$ cat src/rtl/stdq_pkg.sv
// Shared types and codes for the sorted timer deadline queue.
// Used by stdq_cell and sorted_timer_deadline_queue_core; no dependencies.
package stdq_pkg;

    localparam int ID_W       = 4;
    localparam int SEC_W      = 32;
    localparam int USEC_W     = 20;
    localparam int NUM_TIMERS = 16;

    // one second in microseconds, one bit wider than the field for the borrow sum
    localparam logic [USEC_W:0] USEC_PER_SEC = 21'd1000000;

    // register index taken from paddr[2]
    localparam logic REG_IDLE_SEC  = 1'b0;
    localparam logic REG_IDLE_USEC = 1'b1;

    typedef enum logic [1:0] {
        CMD_INSERT = 2'd0,
        CMD_DELETE = 2'd1,
        CMD_TICK   = 2'd2
    } t_cmd;

    typedef enum logic [1:0] {
        KIND_EXPIRED = 2'd0,
        KIND_SLEEP   = 2'd1,
        KIND_INS     = 2'd2,
        KIND_DEL     = 2'd3
    } t_kind;

    typedef enum logic [1:0] {
        ST_DONE    = 2'd0,
        ST_IGNORED = 2'd1,
        ST_FULL    = 2'd2
    } t_status;

    typedef enum logic [1:0] {
        S_IDLE,
        S_INS,
        S_DEL,
        S_TICK
    } t_state;

    typedef struct packed {
        logic [SEC_W-1:0]  sec;
        logic [USEC_W-1:0] usec;
        logic [ID_W-1:0]   owner;
    } t_slot;

    // per-cell update controls
    typedef struct packed {
        logic ins;   // insert broadcast: cells at or past the slot position load
        logic shl;   // take the right neighbor's entry
    } t_cell_ctl;

    // per-cell compare results against the broadcast entry
    typedef struct packed {
        logic take;  // this cell is at or past the insert position
        logic ge;    // stored deadline not earlier than broadcast
        logic gt;    // stored deadline later than broadcast
        logic match; // valid and owner equals broadcast owner
    } t_cell_sts;

endpackage

$ cat src/rtl/stdq_cell.sv
// One cell of the sorted deadline chain: holds one queued timer entry.
// Compares against the broadcast entry and loads from new, left or right.
// Depends on stdq_pkg.
module stdq_cell
    import stdq_pkg::*;
(
    input  logic      i_clk,
    input  t_cell_ctl i_ctl,
    input  logic      i_valid,
    input  t_slot     i_new,
    input  logic      i_head_ge,
    input  t_slot     i_left,
    input  logic      i_left_take,
    input  t_slot     i_right,
    output t_slot     o_slot,
    output t_cell_sts o_sts
);

    t_slot r_slot;
    logic  gt;
    logic  eq;
    logic  take;

    assign gt   = {r_slot.sec, r_slot.usec} > {i_new.sec, i_new.usec};
    assign eq   = {r_slot.sec, r_slot.usec} == {i_new.sec, i_new.usec};
    // head tie or earlier new deadline pushes the whole row
    assign take = !i_valid || gt || i_head_ge;

    assign o_sts.take  = take;
    assign o_sts.ge    = gt || eq;
    assign o_sts.gt    = gt;
    assign o_sts.match = i_valid && (r_slot.owner == i_new.owner);
    assign o_slot      = r_slot;

    always_ff @(posedge i_clk) begin
        if (i_ctl.ins && take) begin
            r_slot <= i_left_take ? i_left : i_new;
        end else if (i_ctl.shl) begin
            r_slot <= i_right;
        end
    end

endmodule

$ cat src/rtl/sorted_timer_deadline_queue_core.sv
// Sorted timer deadline queue: up to DEPTH timers held in a row of cells in deadline
// order (seconds, then microseconds). A request is taken only while the controller is
// idle. Insert and delete are accepted and then applied in one update step in which
// every cell compares against the request and shifts in parallel. A tick pops the
// expired timers from the head one at a time, each with its own result, and then
// gives the sleep report. Every result passes through one output register, so a
// stalled output holds the controller; the next request is taken the cycle after the
// last result of the previous one is loaded. Depends on stdq_pkg and stdq_cell.
module sorted_timer_deadline_queue_core
    import stdq_pkg::*;
#(
    parameter int DEPTH = 16
) (
    input  logic        i_clk,
    input  logic        i_rst_n,
    // request stream
    input  logic        i_s_axis_tvalid,
    output logic        o_s_axis_tready,
    input  logic [55:0] i_s_axis_tdata,   // timer_id[3:0], time_sec[35:4], time_usec[55:36]
    input  logic [1:0]  i_s_axis_tuser,   // cmd[1:0]
    // result stream
    output logic        o_m_axis_tvalid,
    input  logic        i_m_axis_tready,
    output logic [63:0] o_m_axis_tdata,   // expired_id[3:0], status[5:4], sleep_sec[37:6],
                                          // sleep_usec[57:38], zero[63:58]
    output logic [1:0]  o_m_axis_tuser,   // kind[1:0]
    output logic        o_m_axis_tlast,
    // configuration
    input  logic        psel,
    input  logic        penable,
    input  logic        pwrite,
    input  logic [2:0]  paddr,
    input  logic [31:0] pwdata,
    output logic [31:0] prdata,
    output logic        pready
);

    localparam int CW = $clog2(DEPTH + 1);

    t_state r_state;
    t_state n_state;

    logic [ID_W-1:0]   r_id;
    logic [SEC_W-1:0]  r_sec;
    logic [USEC_W-1:0] r_usec;

    logic [CW-1:0]         r_count;
    logic [NUM_TIMERS-1:0] r_active;
    logic [SEC_W-1:0]      r_idle_sec;
    logic [USEC_W-1:0]     r_idle_usec;

    logic              r_o_valid;
    t_kind             r_o_kind;
    logic [ID_W-1:0]   r_o_id;
    t_status           r_o_status;
    logic [SEC_W-1:0]  r_o_ssec;
    logic [USEC_W-1:0] r_o_susec;
    logic              r_o_last;

    // chain wiring
    t_slot     slot     [DEPTH];
    t_cell_sts sts      [DEPTH];
    t_cell_ctl cell_ctl [DEPTH];
    logic [DEPTH-1:0] valid_vec;
    logic [DEPTH-1:0] match_vec;
    logic [DEPTH-1:0] del_shl;
    logic [DEPTH-1:0] shl_vec;
    t_slot            new_slot;

    logic  in_acc;
    t_cmd  in_cmd;
    logic  out_free;
    logic  id_active;
    logic  full;
    logic  head_due;
    logic  cfg_wr;

    // emitted result and state updates
    logic              emit;
    t_kind             e_kind;
    logic [ID_W-1:0]   e_id;
    t_status           e_status;
    logic [SEC_W-1:0]  e_ssec;
    logic [USEC_W-1:0] e_susec;
    logic              e_last;
    logic              ins_en;
    logic              cnt_up;
    logic              cnt_dn;
    logic              act_set;
    logic              act_clr;
    logic [ID_W-1:0]   act_id;
    logic [NUM_TIMERS-1:0] act_mask;

    // sleep arithmetic
    logic              borrow;
    logic [SEC_W-1:0]  diff_sec;
    logic [USEC_W:0]   usec_wrap;
    logic [SEC_W-1:0]  sleep_sec;
    logic [USEC_W-1:0] sleep_usec;

    assign in_cmd          = t_cmd'(i_s_axis_tuser);
    assign o_s_axis_tready = (r_state == S_IDLE);
    assign in_acc          = i_s_axis_tvalid && o_s_axis_tready;
    assign out_free        = !r_o_valid || i_m_axis_tready;
    assign id_active       = r_active[r_id];
    assign full            = (r_count == CW'(DEPTH));
    assign head_due        = valid_vec[0] && !sts[0].gt;

    assign new_slot.sec   = r_sec;
    assign new_slot.usec  = r_usec;
    assign new_slot.owner = r_id;

    // ---------------------------------------------------------------- cells
    for (genvar g = 0; g < DEPTH; g++) begin : g_cell
        assign valid_vec[g]    = (r_count > CW'(g));
        assign match_vec[g]    = sts[g].match;
        assign cell_ctl[g].ins = ins_en;
        assign cell_ctl[g].shl = shl_vec[g];

        stdq_cell u_cell (
            .i_clk       (i_clk),
            .i_ctl       (cell_ctl[g]),
            .i_valid     (valid_vec[g]),
            .i_new       (new_slot),
            .i_head_ge   (sts[0].ge),
            .i_left      ((g == 0) ? new_slot : slot[(g == 0) ? 0 : g - 1]),
            .i_left_take ((g == 0) ? 1'b0 : sts[(g == 0) ? 0 : g - 1].take),
            .i_right     (slot[(g == DEPTH - 1) ? g : g + 1]),
            .o_slot      (slot[g]),
            .o_sts       (sts[g])
        );
    end

    // cells at or after the deleted owner close the gap
    always_comb begin
        for (int i = 0; i < DEPTH; i++) begin
            del_shl[i] = |(match_vec & ({DEPTH{1'b1}} >> (DEPTH - 1 - i)));
        end
    end

    // ---------------------------------------------------------------- sleep value
    assign borrow     = r_usec > slot[0].usec;
    assign diff_sec   = slot[0].sec - r_sec;
    assign usec_wrap  = {1'b0, slot[0].usec} + USEC_PER_SEC - {1'b0, r_usec};
    always_comb begin
        if (!valid_vec[0]) begin
            sleep_sec  = r_idle_sec;
            sleep_usec = r_idle_usec;
        end else if (borrow) begin
            sleep_sec  = diff_sec - SEC_W'(1);
            sleep_usec = usec_wrap[USEC_W-1:0];
        end else begin
            sleep_sec  = diff_sec;
            sleep_usec = slot[0].usec - r_usec;
        end
    end

    // ---------------------------------------------------------------- next state
    always_comb begin
        n_state = r_state;
        case (r_state)
            S_IDLE: begin
                if (in_acc) begin
                    case (in_cmd)
                        CMD_INSERT: n_state = S_INS;
                        CMD_DELETE: n_state = S_DEL;
                        CMD_TICK:   n_state = S_TICK;
                        default:    n_state = S_IDLE;
                    endcase
                end
            end
            S_INS, S_DEL: begin
                if (out_free) n_state = S_IDLE;
            end
            S_TICK: begin
                if (out_free && !head_due) n_state = S_IDLE;
            end
            default: n_state = S_IDLE;
        endcase
    end

    // ---------------------------------------------------------------- state outputs
    always_comb begin
        emit     = 1'b0;
        e_kind   = KIND_EXPIRED;
        e_id     = '0;
        e_status = ST_DONE;
        e_ssec   = '0;
        e_susec  = '0;
        e_last   = 1'b1;
        ins_en   = 1'b0;
        shl_vec  = '0;
        cnt_up   = 1'b0;
        cnt_dn   = 1'b0;
        act_set  = 1'b0;
        act_clr  = 1'b0;
        act_id   = r_id;
        case (r_state)
            S_INS: begin
                if (out_free) begin
                    emit   = 1'b1;
                    e_kind = KIND_INS;
                    e_id   = r_id;
                    if (id_active) begin
                        e_status = ST_IGNORED;
                    end else if (full) begin
                        e_status = ST_FULL;
                    end else begin
                        ins_en  = 1'b1;
                        cnt_up  = 1'b1;
                        act_set = 1'b1;
                    end
                end
            end
            S_DEL: begin
                if (out_free) begin
                    emit   = 1'b1;
                    e_kind = KIND_DEL;
                    e_id   = r_id;
                    if (id_active) begin
                        shl_vec = del_shl;
                        cnt_dn  = 1'b1;
                        act_clr = 1'b1;
                    end else begin
                        e_status = ST_IGNORED;
                    end
                end
            end
            S_TICK: begin
                if (out_free) begin
                    emit = 1'b1;
                    if (head_due) begin
                        // pop the head: every cell takes its right neighbor
                        e_kind  = KIND_EXPIRED;
                        e_id    = slot[0].owner;
                        e_last  = 1'b0;
                        shl_vec = '1;
                        cnt_dn  = 1'b1;
                        act_clr = 1'b1;
                        act_id  = slot[0].owner;
                    end else begin
                        e_kind  = KIND_SLEEP;
                        e_ssec  = sleep_sec;
                        e_susec = sleep_usec;
                    end
                end
            end
            default: begin
                emit = 1'b0;
            end
        endcase
    end

    assign act_mask = NUM_TIMERS'(1) << act_id;

    // ---------------------------------------------------------------- registers
    always_ff @(posedge i_clk) begin
        if (!i_rst_n) begin
            r_state   <= S_IDLE;
            r_count   <= '0;
            r_active  <= '0;
            r_o_valid <= 1'b0;
        end else begin
            r_state <= n_state;
            if (cnt_up) begin
                r_count <= r_count + CW'(1);
            end else if (cnt_dn) begin
                r_count <= r_count - CW'(1);
            end
            if (act_set) begin
                r_active <= r_active | act_mask;
            end else if (act_clr) begin
                r_active <= r_active & ~act_mask;
            end
            if (emit) begin
                r_o_valid <= 1'b1;
            end else if (i_m_axis_tready) begin
                r_o_valid <= 1'b0;
            end
        end
    end

    // hold the request fields for the update cycles
    always_ff @(posedge i_clk) begin
        if (in_acc) begin
            r_id   <= i_s_axis_tdata[3:0];
            r_sec  <= i_s_axis_tdata[35:4];
            r_usec <= i_s_axis_tdata[55:36];
        end
    end

    always_ff @(posedge i_clk) begin
        if (emit) begin
            r_o_kind   <= e_kind;
            r_o_id     <= e_id;
            r_o_status <= e_status;
            r_o_ssec   <= e_ssec;
            r_o_susec  <= e_susec;
            r_o_last   <= e_last;
        end
    end

    // ---------------------------------------------------------------- configuration
    assign cfg_wr = psel && penable && pwrite && pready;
    assign pready = 1'b1;
    assign prdata = (paddr[2] == REG_IDLE_USEC) ? {12'b0, r_idle_usec} : r_idle_sec;

    always_ff @(posedge i_clk) begin
        if (!i_rst_n) begin
            r_idle_sec  <= SEC_W'(1);
            r_idle_usec <= '0;
        end else if (cfg_wr) begin
            if (paddr[2] == REG_IDLE_SEC) begin
                r_idle_sec <= pwdata;
            end else begin
                r_idle_usec <= pwdata[USEC_W-1:0];
            end
        end
    end

    // ---------------------------------------------------------------- result port
    assign o_m_axis_tvalid = r_o_valid;
    assign o_m_axis_tuser  = r_o_kind;
    assign o_m_axis_tlast  = r_o_last;
    assign o_m_axis_tdata  = {6'b0, r_o_susec, r_o_ssec, r_o_status, r_o_id};

    // ---------------------------------------------------------------- checks
    a_count_range: assert property (@(posedge i_clk) disable iff (!i_rst_n)
        r_count <= CW'(DEPTH))
        else $error("queued count exceeds depth");

    a_active_count: assert property (@(posedge i_clk) disable iff (!i_rst_n)
        $countones(r_active) == int'(r_count))
        else $error("active map disagrees with queued count");

    a_head_order: assert property (@(posedge i_clk) disable iff (!i_rst_n)
        (r_count >= CW'(2)) |->
            ({slot[0].sec, slot[0].usec} <= {slot[1].sec, slot[1].usec}))
        else $error("first two entries out of deadline order");

    a_insert_grows: assert property (@(posedge i_clk) disable iff (!i_rst_n)
        (r_state == S_INS && emit && e_status == ST_DONE) |=>
            (r_count == $past(r_count) + CW'(1)))
        else $error("accepted insert did not grow the queue");

endmodule
$ cat config.mk
export PLATFORM = sky130hd
export DESIGN_NAME = sorted_timer_deadline_queue_core
export DESIGN_NICKNAME = d
export VERILOG_FILES = /design/src/rtl/stdq_pkg.sv /design/src/rtl/stdq_cell.sv /design/src/rtl/sorted_timer_deadline_queue_core.sv
export SDC_FILE = /design/constraint.sdc
export NUM_CORES = 2
export LEC_CHECK = 0
export ABC_AREA = 1
export BUFFER_PORTS_ARGS = -buffer_cell sky130_fd_sc_hd__buf_4
export CORE_UTILIZATION = 58
export DETAILED_ROUTE_END_ITERATION = 16
export MAX_ROUTING_LAYER = met4
export PLACE_DENSITY = 0.75
export SYNTH_ARGS = -nofsm -noshare
export SYNTH_HDL_FRONTEND = slang
export SYNTH_SLANG_ARGS = --single-unit
export TNS_END_PERCENT = 1
$ cat constraint.sdc
create_clock -name i_clk -period 9.93 [get_ports i_clk]
set_input_delay 1.986 -clock i_clk [delete_from_list [all_inputs] [get_ports i_clk]]
set_output_delay 1.986 -clock i_clk [all_outputs]
set_load 0.05 [all_outputs]
==> impl_results.html <==
<table>
<tr><th>Metric</th><th>Value</th></tr>
<tr><th colspan="2">Timing</th></tr>
<tr><td>Final setup fails</td><td>0</td></tr>
<tr><td>Final TNS setup</td><td>0 ns</td></tr>
<tr><td>Worst slew margin relative to its limit</td><td>10.4%</td></tr>
<tr><td>Share of the cycle needed by the critical path after routing</td><td>70.4%</td></tr>
<tr><td>Worst-margin pin slew</td><td>1.33 ns</td></tr>
<tr><td>Worst clock skew on the final layout</td><td>0.0349 ns</td></tr>
<tr><td>Min cycle time layout</td><td>7.00 ns</td></tr>
<tr><td>Max Fclk</td><td>143 MHz</td></tr>
<tr><td>Hold violation count in the final report</td><td>0</td></tr>
<tr><td>Minimum hold slack</td><td>0.471 ns</td></tr>
<tr><td>Number of slew-limit violations in the final report</td><td>0</td></tr>
<tr><td>Setup repair after global routing missed its margin</td><td>false</td></tr>
<tr><td>Post-route worst setup slack</td><td>2.93 ns</td></tr>
<tr><th colspan="2">Yosys</th></tr>
<tr><td>Distinct cell type count of the synthesized netlist</td><td>58</td></tr>
<tr><td>Post-synthesis sequential element count</td><td>1089</td></tr>
<tr><td>Yosys warns</td><td>0</td></tr>
<tr><td>Main flop type after synthesis</td><td>edfxtp_1</td></tr>
<tr><td>Count of mapped cells out of synthesis</td><td>9713</td></tr>
<tr><td>Portion of the post-synthesis area used by sequential elements</td><td>41.0%</td></tr>
<tr><td>Post-synthesis instance area</td><td>0.0779 mm²</td></tr>
<tr><td>Syn Area/Cell</td><td>8.02 µm²</td></tr>
<tr><td>Proportion of synthesized flip-flops having asynchronous set or reset</td><td>0%</td></tr>
<tr><td>Number of synthesized flops with an enable pin</td><td>1013</td></tr>
<tr><th colspan="2">Drt</th></tr>
<tr><td>Iteration-0 DRC count of the detailed router</td><td>9889</td></tr>
<tr><td>Avg Vias per Cell</td><td>6.34</td></tr>
<tr><td>Final Routed Wirelength</td><td>281000 µm</td></tr>
<tr><td>Iteration count of the initial detailed-routing pass</td><td>8</td></tr>
<tr><td>Number of DRC violations after detailed routing</td><td>0</td></tr>
<tr><td>DRT antenna net count</td><td>0</td></tr>
<tr><td>Routed length per instance</td><td>24.3 µm</td></tr>
<tr><td>Vias</td><td>73.3k</td></tr>
<tr><th colspan="2">Critical path</th></tr>
<tr><td>Worst reg-to-reg path cell count</td><td>15</td></tr>
<tr><td>Critical path launch point type</td><td>flop</td></tr>
<tr><td>Data arrival time of the critical path</td><td>7.66 ns</td></tr>
<tr><td>Data required time at the worst endpoint</td><td>10.60 ns</td></tr>
<tr><td>Crit Path Max Fanout</td><td>56</td></tr>
<tr><td>CP Capture Type</td><td>flop</td></tr>
<tr><td>Start-to-end type of the worst setup path</td><td>flop to flop</td></tr>
<tr><th colspan="2">Floorplan</th></tr>
<tr><td>Die span in y</td><td>369 µm</td></tr>
<tr><td>Total core area</td><td>0.133 mm²</td></tr>
<tr><td>Die footprint</td><td>0.136 mm²</td></tr>
<tr><td>Die Wd</td><td>369 µm</td></tr>
<tr><td>IO Count</td><td>202</td></tr>
<tr><td>Floorplan row count</td><td>134</td></tr>
<tr><td>Effective utilization at floorplan</td><td>58.4%</td></tr>
<tr><th colspan="2">GRT</th></tr>
<tr><td>Initial antenna violation count</td><td>4</td></tr>
<tr><td>Number of global-route vias before repair</td><td>68.4k</td></tr>
<tr><td>GRT Residual Overflow</td><td>0</td></tr>
<tr><td>All-layer global routing usage</td><td>41.7%</td></tr>
<tr><td>Maximum number of pins on one net before global-route repair</td><td>113</td></tr>
<tr><td>Global-route wire length before repair</td><td>416000 µm</td></tr>
<tr><th colspan="2">Power</th></tr>
<tr><td>Static leakage power</td><td>38.0 nW</td></tr>
<tr><td>Design Power</td><td>0.0169 W</td></tr>
<tr><td>Maximum ir drop on the vdd rail</td><td>175 µV</td></tr>
<tr><td>Total power density per cell area</td><td>199 mW/mm²</td></tr>
<tr><th colspan="2">CTS</th></tr>
<tr><td>Clock transition at the registers of the reported paths</td><td>0.06 ns</td></tr>
<tr><td>Clock tree from TritonCTS</td><td>built</td></tr>
<tr><td>Clock network latency to the later pin of the worst-skew pair</td><td>0.81 ns</td></tr>
<tr><td>Deepest clock path buffer count</td><td>3</td></tr>
<tr><td>Post-CTS Hold Buffers</td><td>0</td></tr>
<tr><td>Number of buffers inserted during clock tree synthesis</td><td>130</td></tr>
<tr><td># clock sinks</td><td>1089</td></tr>
<tr><td>Resize count post-CTS</td><td>0</td></tr>
<tr><td>H-tree Lvls</td><td>4</td></tr>
<tr><td>Root Buffer</td><td>clkbuf_16</td></tr>
<tr><td>Post CTS Setup Buffer Count</td><td>0</td></tr>
<tr><th colspan="2">Status</th></tr>
<tr><td>Result of the run</td><td>finished, final reports clean</td></tr>
<tr><th colspan="2">Cells and area</th></tr>
<tr><td>Proportion of layout cells with a drive suffix above 1</td><td>6.42%</td></tr>
<tr><td>Number of fill cells in the layout</td><td>11.5k</td></tr>
<tr><td>Total number of nets in the final design</td><td>10.7k</td></tr>
<tr><td>Register area</td><td>0.0319 mm²</td></tr>
<tr><td>Post-layout utilization of the core</td><td>63.6%</td></tr>
<tr><td>Combined area of the multi-input logic cells</td><td>0.0415 mm²</td></tr>
<tr><td>Syn-to-layout area delta</td><td>8.81%</td></tr>
<tr><th colspan="2">Hold path</th></tr>
<tr><td>Classification of the worst-slack hold path</td><td>flop to flop</td></tr>
<tr><td>Hold Crit Depth</td><td>2</td></tr>
<tr><th colspan="2">Flow run</th></tr>
<tr><td>Number of maximum-capacitance violations</td><td>0</td></tr>
<tr><th colspan="2">Placed design</th></tr>
<tr><td>Count of port buffers added during placement</td><td>192</td></tr>
<tr><td>Pre-CTS setup slack</td><td>3.40 ns</td></tr>
<tr><td>Final weighted congestion of routability-driven global placement</td><td>1.03</td></tr>
<tr><td>Detailed-placement wirelength estimate</td><td>200000 µm</td></tr>
</table>
## flip-flops by register name (all words and copies together), names as in the netlist, named ones only
| name | cells |
|---|---|
| r_o_status | 2 |
| r_o_susec | 20 |
| r_usec | 20 |
| r_o_id | 4 |
| r_o_ssec | 32 |
| r_sec | 32 |
| g_cell.u_cell.o_slot | 896 |
| r_idle_sec | 32 |
| r_idle_usec | 20 |
| o_m_axis_tvalid | 1 |
| r_id | 4 |
| o_m_axis_tuser | 2 |
| o_m_axis_tlast | 1 |
| r_state | 2 |
| r_count | 5 |
## cells in the final DEF (no fill, tap or decap), types with 6 or more instances in the layout
| cell type | synthesis | layout |
|---|---|---|
| nand2_1 | 3168 | 3151 |
| edfxtp_1 | 1013 | 1013 |
| o21ai_0 | 914 | 913 |
| ha_1 | 870 | 870 |
| a21oi_1 | 637 | 637 |
| inv_1 | 598 | 596 |
| nor2_1 | 591 | 590 |
| buf_4 | 81 | 335 |
| nand3_1 | 293 | 287 |
| o21ai_1 | 231 | 232 |
| o211ai_1 | 204 | 204 |
| nand4_1 | 138 | 138 |
| clkbuf_16 | 0 | 134 |
| nor3_1 | 81 | 81 |
| dfxtp_1 | 76 | 76 |
| a31oi_1 | 62 | 62 |
| xor2_1 | 48 | 48 |
| xnor2_1 | 40 | 40 |
| o21a_1 | 33 | 33 |
| inv_2 | 29 | 27 |
| clkbuf_1 | 225 | 26 |
| nor4_1 | 26 | 24 |
| clkinv_2 | 0 | 23 |
| clkinv_1 | 2 | 21 |
| a211oi_1 | 21 | 21 |
| nand2_2 | 16 | 20 |
| fa_1 | 15 | 15 |
| bufinv_16 | 0 | 15 |
| nand2_4 | 1 | 14 |
| o221ai_1 | 11 | 11 |
| nand3b_1 | 9 | 9 |
| o21bai_1 | 9 | 9 |
| nor2_2 | 8 | 8 |
| a21o_1 | 7 | 7 |
| o31ai_1 | 8 | 7 |
| a311oi_1 | 7 | 7 |
| conb_1 | 2 | 7 |
| nand3_4 | 0 | 6 |
## final timing paths
kind	slack, ns	to	start
max	2.93	g_cell[10].u_cell.o_slot[8]	r_sec[5]
max reg2reg	2.93	g_cell[10].u_cell.o_slot[8]	r_sec[5]
min reg2reg	0.47	r_idle_sec[26]	r_idle_sec[26]
min	0.47	r_idle_sec[26]	r_idle_sec[26]
## cell usage after synthesis (9+ instances only)
cell type  instances  area [µm²]
nand3_1          293        1470
nor2_1           591        2220
nand2_2           16         100
nor4_1            26         163
o21ai_0          914        4570
o21bai_1           9        67.6
nand4_1          138         863
o21a_1            33         248
fa_1              15         300
a31oi_1           62         388
xor2_1            48         420
buf_1             16        60.1
nand2_1         3168       11900
inv_2             29         109
nor3_1            81         405
o21ai_1          231        1160
o211ai_1         204        1530
clkbuf_1         225         845
a211oi_1          21         158
nand3b_1           9        67.6
buf_2            159         796
xnor2_1           40         350
a21oi_1          637        3190
inv_1            598        2240
ha_1             870       10900
o221ai_1          11        96.3
buf_4             81         608
edfxtp_1        1013       30400
dfxtp_1           76        1520
## final cells by class
class,instances,area share [%]
Multi-Input combinational cell,7510,48.9
Clock inverter,69,0.937
Clock buffer,161,4.08
Antenna cell,5,0.0148
Inverter,629,2.79
Sequential cell,1089,37.7
Tap cell,1768,2.61
Timing Repair Buffer,335,2.97
## cell families after synthesis
kind of cell | synth area share (%)
and+or+nand+nor | 22.5
AOI/OAI and AO/OA | 15.1
buffers and inverters | 6.09
DFF | 41.0
adders and majority gates | 14.4
xor gates and xnor gates | 0.989
other | 0.00964
## metrics by stage
stage	std cells	area, µm²
after floorplan	9718	78000
after global placement	11331	80500
after detailed placement	11331	80500
after CTS	11561	84800
after global routing	11564	84800
final	11566	84800
## critical path, cell delays in order, from the launching register on
cell and delay (ns):
edfxtp_1 0.61, inv_1 0.49, ha_1 0.47, nand3_1 0.13, nor3_1 0.70, nand2_1 0.45
nor4_2 1.10, nand4_1 0.82, nand2_1 0.55, nand2_2 0.10, inv_2 0.09, nor2_4 0.04
inv_2 0.07, buf_4 0.63, nand2_1 0.34, nand2_1 0.15
## report_power, final
| group | internal (W) | leakage, nW | switching, W |
|---|---|---|---|
| Combinational | 0.00160 | 26.0 | 0.00403 |
| Clock | 0.00288 | 2.08 | 0.00208 |
| Sequential | 0.00584 | 9.95 | 0.000469 |
## metal layers
metal,wire [µm],share of wire (%),global-route usage (%)
met2,118000,42,59.9
met4,18200,6.5,23.1
met1,108000,39,54.1
met5,0,0,-
met3,36700,13,9.93
No activity file was read; power rests on OpenSTA's default activity.
